$ cat src/hw/rtl/srt_pkg.sv
// ----------------------------------------------------------------------------
// srt_pkg
// Shared types and constants for the sorted record table.
// ----------------------------------------------------------------------------
package srt_pkg;

  localparam int TABLE_DEPTH = 16;
  localparam int NAME_BYTES  = 20;
  localparam int DUMP_MAX    = 16;

  // bytes of each name word that are kept
  localparam int NB_A = (NAME_BYTES >= 8) ? 8 : NAME_BYTES;
  localparam int NB_B = (NAME_BYTES >= 16) ? 8 : ((NAME_BYTES > 8) ? NAME_BYTES - 8 : 0);
  localparam int NB_C = (NAME_BYTES > 16) ? NAME_BYTES - 16 : 0;

  localparam logic [63:0] MASK_A = (NB_A == 8) ? {64{1'b1}} :
                                   ((64'd1 << (8 * NB_A)) - 64'd1);
  localparam logic [63:0] MASK_B = (NB_B == 8) ? {64{1'b1}} :
                                   ((64'd1 << (8 * NB_B)) - 64'd1);
  localparam logic [31:0] MASK_C = (NB_C == 4) ? {32{1'b1}} :
                                   ((32'd1 << (8 * NB_C)) - 32'd1);

  typedef enum logic [2:0] {
    REQ_APPEND = 3'd0,
    REQ_SORT   = 3'd1,
    REQ_INSERT = 3'd2,
    REQ_DELETE = 3'd3,
    REQ_DUMP   = 3'd4
  } req_e;

  typedef enum logic [2:0] {
    ST_DONE     = 3'd0,
    ST_FULL     = 3'd1,
    ST_NOTFOUND = 3'd2,
    ST_EMPTY    = 3'd3,
    ST_ENTRY    = 3'd4
  } status_e;

  typedef struct packed {
    logic [2:0]  req_type;
    logic [15:0] rec_key;
    logic        rec_sex;
    logic [63:0] name_first8;
    logic [63:0] name_next8;
    logic [31:0] name_last4;
    logic [13:0] rec_year;
  } req_t;

  typedef struct packed {
    logic [2:0]  status;
    logic [15:0] out_key;
    logic        out_sex;
    logic [63:0] out_name_first8;
    logic [63:0] out_name_next8;
    logic [31:0] out_name_last4;
    logic [13:0] out_year;
    logic        last_result;
  } res_t;

  typedef struct packed {
    logic [15:0] key;
    logic        sex;
    logic [63:0] na;
    logic [63:0] nb;
    logic [31:0] nc;
    logic [13:0] year;
  } rec_t;

  typedef enum logic [3:0] {
    OP_NONE,
    OP_LOAD,
    OP_APPEND,
    OP_RD_I,
    OP_LD_CUR,
    OP_RD_J,
    OP_SWAP_J,
    OP_WR_I,
    OP_RD_P,
    OP_INS_TAIL,
    OP_INS_STEP,
    OP_DEL_STEP,
    OP_DEC,
    OP_EMIT_REC,
    OP_EMIT
  } dp_op_e;

  typedef enum logic [3:0] {
    S_IDLE,
    S_DECODE,
    S_SRT_RDI,
    S_SRT_LDI,
    S_SRT_RDJ,
    S_SRT_CMP,
    S_SRT_WBI,
    S_INS_RD,
    S_INS_EV,
    S_DEL_RD,
    S_DEL_EV,
    S_DMP_RD,
    S_DMP_EM,
    S_REPLY
  } state_e;

  typedef struct packed {
    dp_op_e  op;
    status_e st;
  } cmd_t;

  typedef struct packed {
    req_e req;
    logic full;
    logic empty;
    logic p_end;
    logic found;
    logic dmp_last;
    logic j_end;
    logic j_last;
    logic i_last;
  } sts_t;

endpackage

$ cat src/hw/rtl/srt_ram.sv
// ----------------------------------------------------------------------------
// srt_ram
// Generic single-write, single-read RAM with registered read data.
// ----------------------------------------------------------------------------
module srt_ram #(
  parameter int WIDTH = 8,
  parameter int DEPTH = 16
) (
  input  logic                     clk_i,
  input  logic                     we_i,
  input  logic [$clog2(DEPTH)-1:0] waddr_i,
  input  logic [WIDTH-1:0]         wdata_i,
  input  logic [$clog2(DEPTH)-1:0] raddr_i,
  output logic [WIDTH-1:0]         rdata_o
);

  logic [WIDTH-1:0] mem_q [DEPTH];

  always_ff @(posedge clk_i) begin
    if (we_i) begin
      mem_q[waddr_i] <= wdata_i;
    end
    rdata_o <= mem_q[raddr_i];
  end

endmodule

$ cat src/hw/rtl/srt_ctrl.sv
// ----------------------------------------------------------------------------
// srt_ctrl
// Request sequencer: walks each operation and issues datapath commands.
// ----------------------------------------------------------------------------
module srt_ctrl (
  input  logic          clk_i,
  input  logic          rst_ni,
  input  logic          start_i,
  output logic          busy_o,
  input  srt_pkg::sts_t sts_i,
  output srt_pkg::cmd_t cmd_o
);

  srt_pkg::state_e  state_q, state_d;
  srt_pkg::status_e st_q, st_d;

  always_ff @(posedge clk_i or negedge rst_ni) begin
    if (!rst_ni) begin
      state_q <= srt_pkg::S_IDLE;
      st_q    <= srt_pkg::ST_DONE;
    end else begin
      state_q <= state_d;
      st_q    <= st_d;
    end
  end

  // next state
  always_comb begin
    state_d = state_q;
    st_d    = st_q;
    case (state_q)
      srt_pkg::S_IDLE: begin
        if (start_i) state_d = srt_pkg::S_DECODE;
      end
      srt_pkg::S_DECODE: begin
        state_d = srt_pkg::S_REPLY;
        st_d    = srt_pkg::ST_DONE;
        case (sts_i.req)
          srt_pkg::REQ_APPEND: begin
            if (sts_i.full) st_d = srt_pkg::ST_FULL;
          end
          srt_pkg::REQ_SORT: begin
            if (sts_i.empty) st_d = srt_pkg::ST_EMPTY;
            else state_d = srt_pkg::S_SRT_RDI;
          end
          srt_pkg::REQ_INSERT: begin
            if (sts_i.full) st_d = srt_pkg::ST_FULL;
            else state_d = srt_pkg::S_INS_RD;
          end
          srt_pkg::REQ_DELETE: begin
            if (sts_i.empty) st_d = srt_pkg::ST_EMPTY;
            else state_d = srt_pkg::S_DEL_RD;
          end
          srt_pkg::REQ_DUMP: begin
            if (sts_i.empty) st_d = srt_pkg::ST_EMPTY;
            else state_d = srt_pkg::S_DMP_RD;
          end
          default: ;
        endcase
      end
      srt_pkg::S_SRT_RDI: state_d = srt_pkg::S_SRT_LDI;
      srt_pkg::S_SRT_LDI: begin
        state_d = sts_i.j_end ? srt_pkg::S_SRT_WBI : srt_pkg::S_SRT_RDJ;
      end
      srt_pkg::S_SRT_RDJ: state_d = srt_pkg::S_SRT_CMP;
      srt_pkg::S_SRT_CMP: begin
        state_d = sts_i.j_last ? srt_pkg::S_SRT_WBI : srt_pkg::S_SRT_RDJ;
      end
      srt_pkg::S_SRT_WBI: begin
        if (sts_i.i_last) begin
          state_d = srt_pkg::S_REPLY;
          st_d    = srt_pkg::ST_DONE;
        end else begin
          state_d = srt_pkg::S_SRT_RDI;
        end
      end
      srt_pkg::S_INS_RD: begin
        if (sts_i.p_end) begin
          state_d = srt_pkg::S_REPLY;
          st_d    = srt_pkg::ST_DONE;
        end else begin
          state_d = srt_pkg::S_INS_EV;
        end
      end
      srt_pkg::S_INS_EV: state_d = srt_pkg::S_INS_RD;
      srt_pkg::S_DEL_RD: begin
        if (sts_i.p_end) begin
          state_d = srt_pkg::S_REPLY;
          st_d    = sts_i.found ? srt_pkg::ST_DONE : srt_pkg::ST_NOTFOUND;
        end else begin
          state_d = srt_pkg::S_DEL_EV;
        end
      end
      srt_pkg::S_DEL_EV: state_d = srt_pkg::S_DEL_RD;
      srt_pkg::S_DMP_RD: state_d = srt_pkg::S_DMP_EM;
      srt_pkg::S_DMP_EM: begin
        state_d = sts_i.dmp_last ? srt_pkg::S_IDLE : srt_pkg::S_DMP_RD;
      end
      srt_pkg::S_REPLY: state_d = srt_pkg::S_IDLE;
      default: state_d = srt_pkg::S_IDLE;
    endcase
  end

  // commands
  always_comb begin
    cmd_o.op = srt_pkg::OP_NONE;
    cmd_o.st = st_q;
    busy_o   = 1'b1;
    case (state_q)
      srt_pkg::S_IDLE: begin
        busy_o = 1'b0;
        if (start_i) cmd_o.op = srt_pkg::OP_LOAD;
      end
      srt_pkg::S_DECODE: begin
        if (sts_i.req == srt_pkg::REQ_APPEND && !sts_i.full) cmd_o.op = srt_pkg::OP_APPEND;
      end
      srt_pkg::S_SRT_RDI: cmd_o.op = srt_pkg::OP_RD_I;
      srt_pkg::S_SRT_LDI: cmd_o.op = srt_pkg::OP_LD_CUR;
      srt_pkg::S_SRT_RDJ: cmd_o.op = srt_pkg::OP_RD_J;
      srt_pkg::S_SRT_CMP: cmd_o.op = srt_pkg::OP_SWAP_J;
      srt_pkg::S_SRT_WBI: cmd_o.op = srt_pkg::OP_WR_I;
      srt_pkg::S_INS_RD: begin
        cmd_o.op = sts_i.p_end ? srt_pkg::OP_INS_TAIL : srt_pkg::OP_RD_P;
      end
      srt_pkg::S_INS_EV: cmd_o.op = srt_pkg::OP_INS_STEP;
      srt_pkg::S_DEL_RD: begin
        if (!sts_i.p_end) cmd_o.op = srt_pkg::OP_RD_P;
        else if (sts_i.found) cmd_o.op = srt_pkg::OP_DEC;
      end
      srt_pkg::S_DEL_EV: cmd_o.op = srt_pkg::OP_DEL_STEP;
      srt_pkg::S_DMP_RD: cmd_o.op = srt_pkg::OP_RD_P;
      srt_pkg::S_DMP_EM: cmd_o.op = srt_pkg::OP_EMIT_REC;
      srt_pkg::S_REPLY:  cmd_o.op = srt_pkg::OP_EMIT;
      default: ;
    endcase
  end

endmodule

$ cat src/hw/rtl/srt_dpath.sv
// ----------------------------------------------------------------------------
// srt_dpath
// Table storage, walk indices, entry count and result register.
// ----------------------------------------------------------------------------
module srt_dpath #(
  parameter int TABLE_DEPTH = srt_pkg::TABLE_DEPTH
) (
  input  logic          clk_i,
  input  logic          rst_ni,
  input  srt_pkg::req_t req_i,
  input  srt_pkg::cmd_t cmd_i,
  output srt_pkg::sts_t sts_o,
  output logic          res_valid_o,
  output srt_pkg::res_t res_o
);

  localparam int CntW  = $clog2(TABLE_DEPTH + 1);
  localparam int AddrW = $clog2(TABLE_DEPTH);
  localparam int RecW  = $bits(srt_pkg::rec_t);

  logic [CntW-1:0] count_q, p_q, i_q, j_q, lim;
  logic            found_q, ins_q;
  srt_pkg::req_e   req_q;
  srt_pkg::rec_t   nr_q, hold_q, rdat;
  logic [RecW-1:0] rdata;

  logic             we;
  logic [AddrW-1:0] waddr, raddr;
  srt_pkg::rec_t    wdata;

  srt_ram #(
    .WIDTH (RecW),
    .DEPTH (TABLE_DEPTH)
  ) u_ram (
    .clk_i   (clk_i),
    .we_i    (we),
    .waddr_i (waddr),
    .wdata_i (wdata),
    .raddr_i (raddr),
    .rdata_o (rdata)
  );

  assign rdat = srt_pkg::rec_t'(rdata);
  assign lim  = (int'(count_q) < srt_pkg::DUMP_MAX) ? count_q : CntW'(srt_pkg::DUMP_MAX);

  assign sts_o.req      = req_q;
  assign sts_o.full     = (int'(count_q) == TABLE_DEPTH);
  assign sts_o.empty    = (count_q == '0);
  assign sts_o.p_end    = (p_q == count_q);
  assign sts_o.found    = found_q;
  assign sts_o.dmp_last = ((p_q + CntW'(1)) == lim);
  assign sts_o.j_end    = (j_q >= count_q);
  assign sts_o.j_last   = ((j_q + CntW'(1)) >= count_q);
  assign sts_o.i_last   = ((i_q + CntW'(1)) >= count_q);

  // memory port steering
  always_comb begin
    we    = 1'b0;
    waddr = p_q[AddrW-1:0];
    wdata = hold_q;
    raddr = p_q[AddrW-1:0];
    case (cmd_i.op)
      srt_pkg::OP_APPEND: begin
        we    = 1'b1;
        waddr = count_q[AddrW-1:0];
        wdata = nr_q;
      end
      srt_pkg::OP_RD_I: raddr = i_q[AddrW-1:0];
      srt_pkg::OP_RD_J: raddr = j_q[AddrW-1:0];
      srt_pkg::OP_SWAP_J: begin
        we    = (hold_q.key > rdat.key);
        waddr = j_q[AddrW-1:0];
      end
      srt_pkg::OP_WR_I: begin
        we    = 1'b1;
        waddr = i_q[AddrW-1:0];
      end
      srt_pkg::OP_INS_TAIL: begin
        we    = 1'b1;
        wdata = ins_q ? hold_q : nr_q;
      end
      srt_pkg::OP_INS_STEP: begin
        we    = ins_q || (rdat.key >= nr_q.key);
        wdata = ins_q ? hold_q : nr_q;
      end
      srt_pkg::OP_DEL_STEP: begin
        we    = found_q;
        waddr = AddrW'(p_q - CntW'(1));
        wdata = rdat;
      end
      default: ;
    endcase
  end

  always_ff @(posedge clk_i or negedge rst_ni) begin
    if (!rst_ni) begin
      count_q     <= '0;
      p_q         <= '0;
      i_q         <= '0;
      j_q         <= '0;
      found_q     <= 1'b0;
      ins_q       <= 1'b0;
      req_q       <= srt_pkg::REQ_APPEND;
      res_valid_o <= 1'b0;
    end else begin
      res_valid_o <= 1'b0;
      case (cmd_i.op)
        srt_pkg::OP_LOAD: begin
          req_q   <= srt_pkg::req_e'(req_i.req_type);
          p_q     <= '0;
          i_q     <= '0;
          found_q <= 1'b0;
          ins_q   <= 1'b0;
        end
        srt_pkg::OP_APPEND:   count_q <= count_q + CntW'(1);
        srt_pkg::OP_RD_I:     j_q <= i_q + CntW'(1);
        srt_pkg::OP_SWAP_J:   j_q <= j_q + CntW'(1);
        srt_pkg::OP_WR_I:     i_q <= i_q + CntW'(1);
        srt_pkg::OP_INS_TAIL: count_q <= count_q + CntW'(1);
        srt_pkg::OP_INS_STEP: begin
          if (rdat.key >= nr_q.key) ins_q <= 1'b1;
          p_q <= p_q + CntW'(1);
        end
        srt_pkg::OP_DEL_STEP: begin
          if (rdat.key == nr_q.key) found_q <= 1'b1;
          p_q <= p_q + CntW'(1);
        end
        srt_pkg::OP_DEC:      count_q <= count_q - CntW'(1);
        srt_pkg::OP_EMIT_REC: begin
          p_q         <= p_q + CntW'(1);
          res_valid_o <= 1'b1;
        end
        srt_pkg::OP_EMIT:     res_valid_o <= 1'b1;
        default: ;
      endcase
    end
  end

  // payload registers
  always_ff @(posedge clk_i) begin
    case (cmd_i.op)
      srt_pkg::OP_LOAD: begin
        nr_q.key  <= req_i.rec_key;
        nr_q.sex  <= req_i.rec_sex;
        nr_q.na   <= req_i.name_first8 & srt_pkg::MASK_A;
        nr_q.nb   <= req_i.name_next8 & srt_pkg::MASK_B;
        nr_q.nc   <= req_i.name_last4 & srt_pkg::MASK_C;
        nr_q.year <= req_i.rec_year;
      end
      srt_pkg::OP_LD_CUR: hold_q <= rdat;
      srt_pkg::OP_SWAP_J: begin
        if (hold_q.key > rdat.key) hold_q <= rdat;
      end
      srt_pkg::OP_INS_STEP: begin
        if (ins_q || (rdat.key >= nr_q.key)) hold_q <= rdat;
      end
      srt_pkg::OP_EMIT_REC: begin
        res_o.status          <= srt_pkg::ST_ENTRY;
        res_o.out_key         <= rdat.key;
        res_o.out_sex         <= rdat.sex;
        res_o.out_name_first8 <= rdat.na;
        res_o.out_name_next8  <= rdat.nb;
        res_o.out_name_last4  <= rdat.nc;
        res_o.out_year        <= rdat.year;
        res_o.last_result     <= sts_o.dmp_last;
      end
      srt_pkg::OP_EMIT: begin
        // status on top, record fields zero, last flag set
        res_o <= srt_pkg::res_t'({cmd_i.st, {($bits(srt_pkg::res_t) - 4){1'b0}}, 1'b1});
      end
      default: ;
    endcase
  end

endmodule

$ cat src/hw/rtl/sorted_record_table.sv
// ----------------------------------------------------------------------------
// sorted_record_table
// Bounded ordered table of records: append, sort, insert, delete, dump.
// ----------------------------------------------------------------------------
// Usage:
//   Request channel: drive req_i and raise start_i; the transfer happens at
//   the clock edge where start_i is high and busy_o is low. busy_o stays high
//   until the request's last result has been issued.
//   Result channel: each result is on res_o for one cycle with res_valid_o
//   high. The receiver cannot stall; a result is gone after that cycle.
//   res_o.last_result marks the final result of a request.
// Operations (n = entries held), one table RAM, each entry read then acted on:
//   append, unknown codes, or any rejected/empty request: one status result.
//   insert, delete: walk all n entries, then one status result.
//   dump: one result per entry up to DUMP_MAX; no new request until the last.
//   sort: a compare loop reads each later entry against the held entry,
//   then one status result.
// Reset: clears the entry count and the sequencer; table contents are left
//   as they are and are never read before being written.
// ----------------------------------------------------------------------------
module sorted_record_table #(
  parameter int TABLE_DEPTH = srt_pkg::TABLE_DEPTH
) (
  input  logic          clk_i,
  input  logic          rst_ni,
  input  logic          start_i,
  output logic          busy_o,
  input  srt_pkg::req_t req_i,
  output logic          res_valid_o,
  output srt_pkg::res_t res_o
);

  srt_pkg::cmd_t cmd;  // sequencer -> datapath
  srt_pkg::sts_t sts;  // datapath -> sequencer

  srt_ctrl u_ctrl (
    .clk_i   (clk_i),
    .rst_ni  (rst_ni),
    .start_i (start_i),
    .busy_o  (busy_o),
    .sts_i   (sts),
    .cmd_o   (cmd)
  );

  // Table lives in one RAM; walks read an entry, then act on it the next cycle.
  srt_dpath #(
    .TABLE_DEPTH (TABLE_DEPTH)
  ) u_dpath (
    .clk_i       (clk_i),
    .rst_ni      (rst_ni),
    .req_i       (req_i),
    .cmd_i       (cmd),
    .sts_o       (sts),
    .res_valid_o (res_valid_o),
    .res_o       (res_o)
  );

endmodule

$ cat config.mk
export PLATFORM = sky130hd
export DESIGN_NAME = sorted_record_table
export DESIGN_NICKNAME = d
export VERILOG_FILES = /design/src/hw/rtl/srt_pkg.sv /design/src/hw/rtl/srt_ram.sv /design/src/hw/rtl/srt_ctrl.sv /design/src/hw/rtl/srt_dpath.sv /design/src/hw/rtl/sorted_record_table.sv
export SDC_FILE = /design/constraint.sdc
export NUM_CORES = 2
export LEC_CHECK = 0
export ABC_AREA = 1
export BUFFER_PORTS_ARGS = -buffer_cell sky130_fd_sc_hd__buf_2
export CAP_MARGIN = 20
export CORE_ASPECT_RATIO = 1.2
export CORE_MARGIN = 2
export CORE_UTILIZATION = 43
export CTS_CLUSTER_DIAMETER = 120
export DETAILED_ROUTE_END_ITERATION = 8
export GPL_TIMING_DRIVEN = 1
export PLACE_DENSITY_LB_ADDON = 0.12
export REMOVE_ABC_BUFFERS = 1
export SETUP_SLACK_MARGIN = 0.5
export SYNTH_ARGS = -nofsm -noshare
export SYNTH_HDL_FRONTEND = slang
export SYNTH_HIERARCHICAL = 1
export SYNTH_SLANG_ARGS = --single-unit
$ cat constraint.sdc
create_clock -name clk_i -period 36.7 [get_ports clk_i]
set_clock_uncertainty 0.2 [all_clocks]
set_input_delay 1.835 -clock clk_i [delete_from_list [all_inputs] [get_ports clk_i]]
set_output_delay 1.835 -clock clk_i [all_outputs]
set_load 0.01 [all_outputs]
# ---- After elaboration in Yosys (flattened, before gate mapping)
# Memories as Yosys holds them, arrays and structs flattened. A register that Yosys moved wholly into a read port is not among the register bits.
# Index checks and enable logic that the tools add are counted.
dict set report word_totals {
  ram_bits 3056
  n_memories 1
  elab_cells 160
  input_bits 197
  regBits 610
  out_inout_bits 197
}
# memory words width rd rd_clocked_by_memory_dff wr line_no
set mem_list {}
lappend mem_list {u_dpath.u_ram.mem_q 16 191 1 1 1 srt_ram.sv:17} ;# logic [WIDTH-1:0] mem_q [DEPTH];
dict set report classes {
  muxes 49
  eq_ne 42
  reduce_logical 26
  n_lt_le_gt_ge 6
  n_addsub 6
}
# op count
set ops {}
lappend ops {{one-hot mux 191 bit (3 select lines)} 2}
lappend ops {{two-way mux 191 bit} 3}
lappend ops {{one-hot mux 195 bit (2 select lines)} 1}
lappend ops {{one-hot mux 4 bit (14 select lines)} 1}
lappend ops {{one-hot mux 4 bit (13 select lines)} 1}
lappend ops {{equality test 4 bit, second input constant} 12}
lappend ops {{one-hot mux 5 bit (2 select lines)} 4}
lappend ops {{equality test 4 x 3 -> 1 bit, second input constant} 8}
lappend ops {{one-hot mux 4 bit (4 select lines)} 2}
lappend ops {{two-way mux 4 bit} 7}
lappend ops {{two-way mux 3 bit} 7}
lappend ops {{adder 5 x 1 -> 5 bit, second input constant} 4}
lappend ops {{equality test 16 bit} 1}
lappend ops {{equality test 4 x 2 -> 1 bit, second input constant} 4}
lappend ops {{>= comparator 16 bit} 1}
lappend ops {{greater-than comparator 16 bit} 1}
lappend ops {{>= comparator 5 bit} 3}
lappend ops {{nonzero test 2 bit} 7}
lappend ops {{inequality test 2 x 1 -> 1 bit, second input constant} 6}
lappend ops {{one-hot mux 3 bit (4 select lines)} 1}
lappend ops {{equality test 5 bit} 2}
lappend ops {{two-way mux 2 bit} 5}
lappend ops {{two-way mux 1 bit} 9}
lappend ops {{OR reduction 3 bit} 3}
lappend ops {{26 further kinds} 34}

# ---- Longest topological paths before layout
dict set report depth {
  word_depth 10
  depth_mapped 26
  ltp_nobuf 22
}

# ---- Modules after synthesis
# The synthesis kept the hierarchy.
# module n_inst cells_each area_each_um2 seq_area_each_um2
set by_module_without_submodules {}
lappend by_module_without_submodules {srt_ram 1 11614 130463.9 95591.7}
lappend by_module_without_submodules {srt_dpath 1 2040 26287.7 17977.2}
lappend by_module_without_submodules {srt_ctrl 1 117 698.2 150.1}

# ---- Worst setup path before layout
# Ideal clock, no wire load.
dict set report synth_timing {
  path_kind {input to register}
  start {in start_i}
  end {reg u_dpath.res_valid_o}
  path_buffers 0
  arrival_time_ns 11.870
  path_slack_ns 23.526
  path_stages 6
  setup_time_ns 1.104
  t_required_ns 35.396
  path_cell_list {inv_1 > o2111ai_1 > inv_1 > nor2_1 > inv_1 > a21oi_1}
}
# element line_no
set synth_rtl {}
lappend synth_rtl {{start, declared} sorted_record_table.sv:26} ;# input logic start_i,
lappend synth_rtl {{end signal, assigned} srt_dpath.sv:104} ;# res_valid_o <= 1'b0;
lappend synth_rtl {{end signal, assigned} srt_dpath.sv:106} ;# res_valid_o <= 1'b0;
lappend synth_rtl {{end signal, assigned} srt_dpath.sv:131} ;# res_valid_o <= 1'b1;
lappend synth_rtl {{end, declared} srt_dpath.sv:13} ;# output logic res_valid_o,

==> implementation parameters <==
Parameter                              Value

Drt
  Drt initial violations    9431
  Number of vias in the routed layout    101100
  Post-detailed-route DRC marker count    0
  Total Wirelength    between 400 and 500 mm
  Pre-antenna DRT Iters    6
  DRT antenna net count    0
  Routed wirelength normalized by instance count    around 23 microns
  Post-DR vias/cell    about 5.3

Placed design
  Detail Placement HPWL    around 220 mm
  Final weighted congestion in routability-driven placement    just over 0.8
  Cell count after placement    18410
  PortBufs    just under 400

Die
  DIE AREA    approximately 370000 sq um
  Starting density of the core    between 40% and 50%
  Std cell rows    ~240
  Die outline width    between 500 and 600 microns
  Die H    666.9 microns
  Count of pins on the block boundary    394
  CORE AREA    364900 sq um

Setup path
  Data arrival at the endpoint of the critical path    a little under 9 ns
  Crit path cell chain    inv_1, nand2_1, nand3_1, nor4_1, clkbuf_2, inv_1, o211ai_1, a31oi_1, inv_2, nand2_2, nor2_1, inv_1, o221ai_4, buf_4, buf_12, buf_4, buf_4, buf_4, nand2_1, nand2_1, nand2_1, nand3_1, nand3_1, nand2_1
  Cell type group with the largest total delay on the critical path    buffers and inverters
  Combined buffer and inverter count along the critical path    10
  Type of the setup path with the least slack    reg -> reg
  Maximum fanout along the worst path    169
  Required time of the worst setup path    37.40 ns
  Most common cell on crit path    sky130_fd_sc_hd__nand2_1
  Crit path largest cell delay    0.84 ns
  Startpoint types    flip-flop
  Slowest cell on crit path    sky130_fd_sc_hd__buf_4
  Kind of capture point of the worst setup path    flip-flop

Synthesis
  Number of distinct library cells after synthesis    52
  Syn_area_per_cell    around 11 sq um
  Fraction of synthesis flops using an asynchronous set or reset pin    less than 1%
  Register area share after synthesis    just over 70%
  Post-synthesis instance area    between 150000 and 200000 sq um
  Register bit count reported by yosys    between 3000 and 4000
  Yosys warnings    6
  Syn Inst Count    between 10000 and 15000
  Number of enable-type register cells in the synthesized netlist    approximately 3600
  Top flip-flop cell by instance count after synthesis    sky130_fd_sc_hd__edfxtp_1

Timing
  Final Critical Period    8.070 ns
  Slew at the pin with the worst max-slew slack    between 1 and 1.5 ns
  Worst-case headroom to the max-slew limit    between 10% and 20%
  Setup repair after global routing missed its margin    no
  Final count of pins violating max slew    0
  Endpoints failing hold    0
  Fmax achieved    roughly 120 MHz
  Final number of setup-violating endpoints    0
  Final period utilization    21.99%
  Sum of negative setup slack    0 ns

CTS
  Register clock-pin slew on the reported worst setup and hold paths    roughly 0.07 ns
  Number of H-tree branching levels    5
  Insertion delay to the later sink of the worst-skew pair    0.96 ns
  CTS Buf Count    roughly 400
  Setup fix buffers added after clock tree synthesis    0
  Number of instances resized during post-cts repair    0
  Clk Tree Root Cell    sky130_fd_sc_hd__clkbuf_16
  CTS Sinks    slightly below 4000
  CTS tree    done
  Clock Tree Buf Depth    4
  Number of hold-repair buffers added at the cts stage    0

Global route
  Total Routing Usage GR    23.47%
  Global-route wire length before repair    652.8 mm
  Global-route met3 utilization    under 10%
  Grt ovf    0
  Global-route met2 utilization    38.87%
  Busiest grt layer    met2
  Pin count of the biggest net entering global routing    224
  Antenna violations before repair    11
  Met1 track utilization from global routing    around a third
  Number of global-route vias before repair    99130

Outcome
  Run status    completed

Finish
  Final std cells w/o fill    roughly 19000
  Fill cells    32390
  Layout cell share with drive strength beyond 1    around a tenth
  Number of nets at the end of the flow    about 14000
  Area growth, synth to finish    12.82%

Hold path
  Type of the worst min-delay path    reg -> reg

Flow run
  Max-capacitance violation count    0
[routing by layer]
metal | share of wire [%] | wire, microns
met5 | 0.0029 | 13
met3 | 6.1 | 27140
met1 | 44 | 195000
met4 | 2.5 | 11220
met2 | 47 | 209600
[flip-flops by register name, summed over array words and instances (netlist names)]
signal,flops
u_dpath/ins_q,1
u_dpath/req_q,3
u_dpath/j_q,5
u_dpath/found_q,1
u_ctrl/st_q,2
u_dpath/i_q,5
u_dpath/count_q,5
u_dpath/res_valid_o,1
u_dpath/u_ram/mem_q,3056
u_dpath/hold_q,191
u_dpath/res_o,195
u_dpath/p_q,5
u_ctrl/state_q,4
u_dpath/nr_q,191
u_dpath/u_ram/rdata_o,191
[worst reg2reg max path, cell delays in order (launching register included)]
cell and delay, ns:
sky130_fd_sc_hd__dfrtp_1 0.46, sky130_fd_sc_hd__inv_1 0.20, sky130_fd_sc_hd__nand2_1 0.10, sky130_fd_sc_hd__nand3_1 0.09
sky130_fd_sc_hd__nor4_1 0.46, sky130_fd_sc_hd__clkbuf_2 0.26, sky130_fd_sc_hd__inv_1 0.05, sky130_fd_sc_hd__o211ai_1 0.15
sky130_fd_sc_hd__a31oi_1 0.14, sky130_fd_sc_hd__inv_2 0.12, sky130_fd_sc_hd__nand2_2 0.11, sky130_fd_sc_hd__nor2_1 0.23
sky130_fd_sc_hd__inv_1 0.27, sky130_fd_sc_hd__o221ai_4 0.48, sky130_fd_sc_hd__buf_4 0.64, sky130_fd_sc_hd__buf_12 0.59
sky130_fd_sc_hd__buf_4 0.96, sky130_fd_sc_hd__buf_4 0.85, sky130_fd_sc_hd__buf_4 0.92, sky130_fd_sc_hd__nand2_1 0.27
sky130_fd_sc_hd__nand2_1 0.12, sky130_fd_sc_hd__nand2_1 0.05, sky130_fd_sc_hd__nand3_1 0.11, sky130_fd_sc_hd__nand3_1 0.09
sky130_fd_sc_hd__nand2_1 0.11
[path summary, 6_finish.rpt]
kind | endpoint | startpoint | cells past startpoint | slack (ns)
worst max-delay path | u_dpath/u_ram/rdata_o[12] | u_dpath/count_q[1] | 24 | 28.63
worst min-delay path | u_dpath/hold_q[118] | u_dpath/u_ram/rdata_o[118] | 0 | 0.22
worst max register to register | u_dpath/u_ram/rdata_o[12] | u_dpath/count_q[1] | 24 | 28.63
worst min register to register | u_dpath/hold_q[118] | u_dpath/u_ram/rdata_o[118] | 0 | 0.22
max in group asynchronous | u_dpath/j_q[3] | rst_ni | 1 | 34.93
min in group asynchronous | u_ctrl/state_q[3] | rst_ni | 1 | 0.80
[stage by stage]
stage | cell area (sq um) | utilization, % | worst slack, ns | hold WS (ns)
global route | 177600 | 48.69 | 27.97 | 0.2383
global placement | 163700 | 44.86 | 28.35 | 0.2141
detailed placement | 163700 | 44.88 | 28.30 | 0.2153
floorplan | 153800 | - | -149.92 | 0.2082
finish | 177600 | 48.69 | 28.63 | 0.2246
CTS | 177100 | 48.53 | 28.48 | 0.2257
[cell usage after synthesis, types with 10 or more instances]
cell type                  instances  share of area [%]
sky130_fd_sc_hd__o21ai_0          16              0.051
sky130_fd_sc_hd__nand3_1        2220                7.1
sky130_fd_sc_hd__nor2_1          259               0.62
sky130_fd_sc_hd__o221ai_1        106               0.59
sky130_fd_sc_hd__xor2_1           16              0.089
sky130_fd_sc_hd__or2_2            40               0.16
sky130_fd_sc_hd__o22ai_1          10              0.040
sky130_fd_sc_hd__nand2_1        4416                 11
sky130_fd_sc_hd__buf_6            16               0.11
sky130_fd_sc_hd__ha_1             54               0.43
sky130_fd_sc_hd__clkbuf_1        191               0.46
sky130_fd_sc_hd__dfxtp_1         191                2.4
sky130_fd_sc_hd__buf_1            61               0.15
sky130_fd_sc_hd__buf_4            41               0.20
sky130_fd_sc_hd__dfrtp_1          32               0.51
sky130_fd_sc_hd__a21oi_1          23              0.073
sky130_fd_sc_hd__nand2_2         104               0.41
sky130_fd_sc_hd__edfxtp_1       3633                 69
sky130_fd_sc_hd__o221ai_2         93               0.89
sky130_fd_sc_hd__inv_1          1768                4.2
sky130_fd_sc_hd__buf_8            12               0.11
sky130_fd_sc_hd__buf_2           405                1.3
[cell families (layout without fill, tap and decap cells)]
kind of cell,count (synthesis),in the layout,synth area share [%]
AOI/OAI and AO/OA,276,276,1.780
xor gates and xnor gates,19,19,0.1057
adders and majority gates,55,55,0.4418
buffers and inverters,2502,3181,6.552
DFF,3856,3856,72.23
other,1,4,0.002382
and+or+nand+nor,7062,7062,18.89
[placed cells by master, fill, tap and decap left out, types with 6 or more instances in the layout]
cell type	count
sky130_fd_sc_hd__xor2_1	16
sky130_fd_sc_hd__or2_2	40
sky130_fd_sc_hd__ha_1	54
sky130_fd_sc_hd__clkbuf_8	45
sky130_fd_sc_hd__inv_1	1765
sky130_fd_sc_hd__nor2_1	242
sky130_fd_sc_hd__bufinv_16	39
sky130_fd_sc_hd__nand4_1	7
sky130_fd_sc_hd__nand2_2	104
sky130_fd_sc_hd__buf_4	239
sky130_fd_sc_hd__dfxtp_1	191
sky130_fd_sc_hd__clkinv_2	58
sky130_fd_sc_hd__clkinv_8	9
sky130_fd_sc_hd__edfxtp_1	3633
sky130_fd_sc_hd__o21bai_1	6
sky130_fd_sc_hd__nand2_1	4415
sky130_fd_sc_hd__inv_6	11
sky130_fd_sc_hd__clkinv_4	7
sky130_fd_sc_hd__o21ai_0	16
sky130_fd_sc_hd__clkbuf_16	403
sky130_fd_sc_hd__clkinvlp_4	20
sky130_fd_sc_hd__o22ai_1	10
sky130_fd_sc_hd__clkinv_1	55
sky130_fd_sc_hd__buf_2	393
sky130_fd_sc_hd__o221ai_2	93
sky130_fd_sc_hd__nor2_4	21
sky130_fd_sc_hd__dfrtp_1	32
sky130_fd_sc_hd__nand3_1	2220
sky130_fd_sc_hd__clkbuf_1	97
sky130_fd_sc_hd__buf_12	23
sky130_fd_sc_hd__o221ai_1	102
sky130_fd_sc_hd__a21oi_1	22
[area by class of cell]
class / count / area [sq um] / area share, %
Antenna cell: 3 / 7.507 / 0.004226
Clock inverter: 204 / 2252 / 1.268
Tap cell: 4777 / 5977 / 3.365
Timing Repair Buffer: 657 / 4254 / 2.395
Clock buffer: 545 / 11070 / 6.231
Sequential cell: 3856 / 113700 / 64.02
Inverter: 1775 / 6711 / 3.778
Multi-Input combinational cell: 7413 / 33650 / 18.94
Power is left out: the tool's default activity adds up to more than one toggle a clock period on the data nets, which glitch-free logic cannot reach.
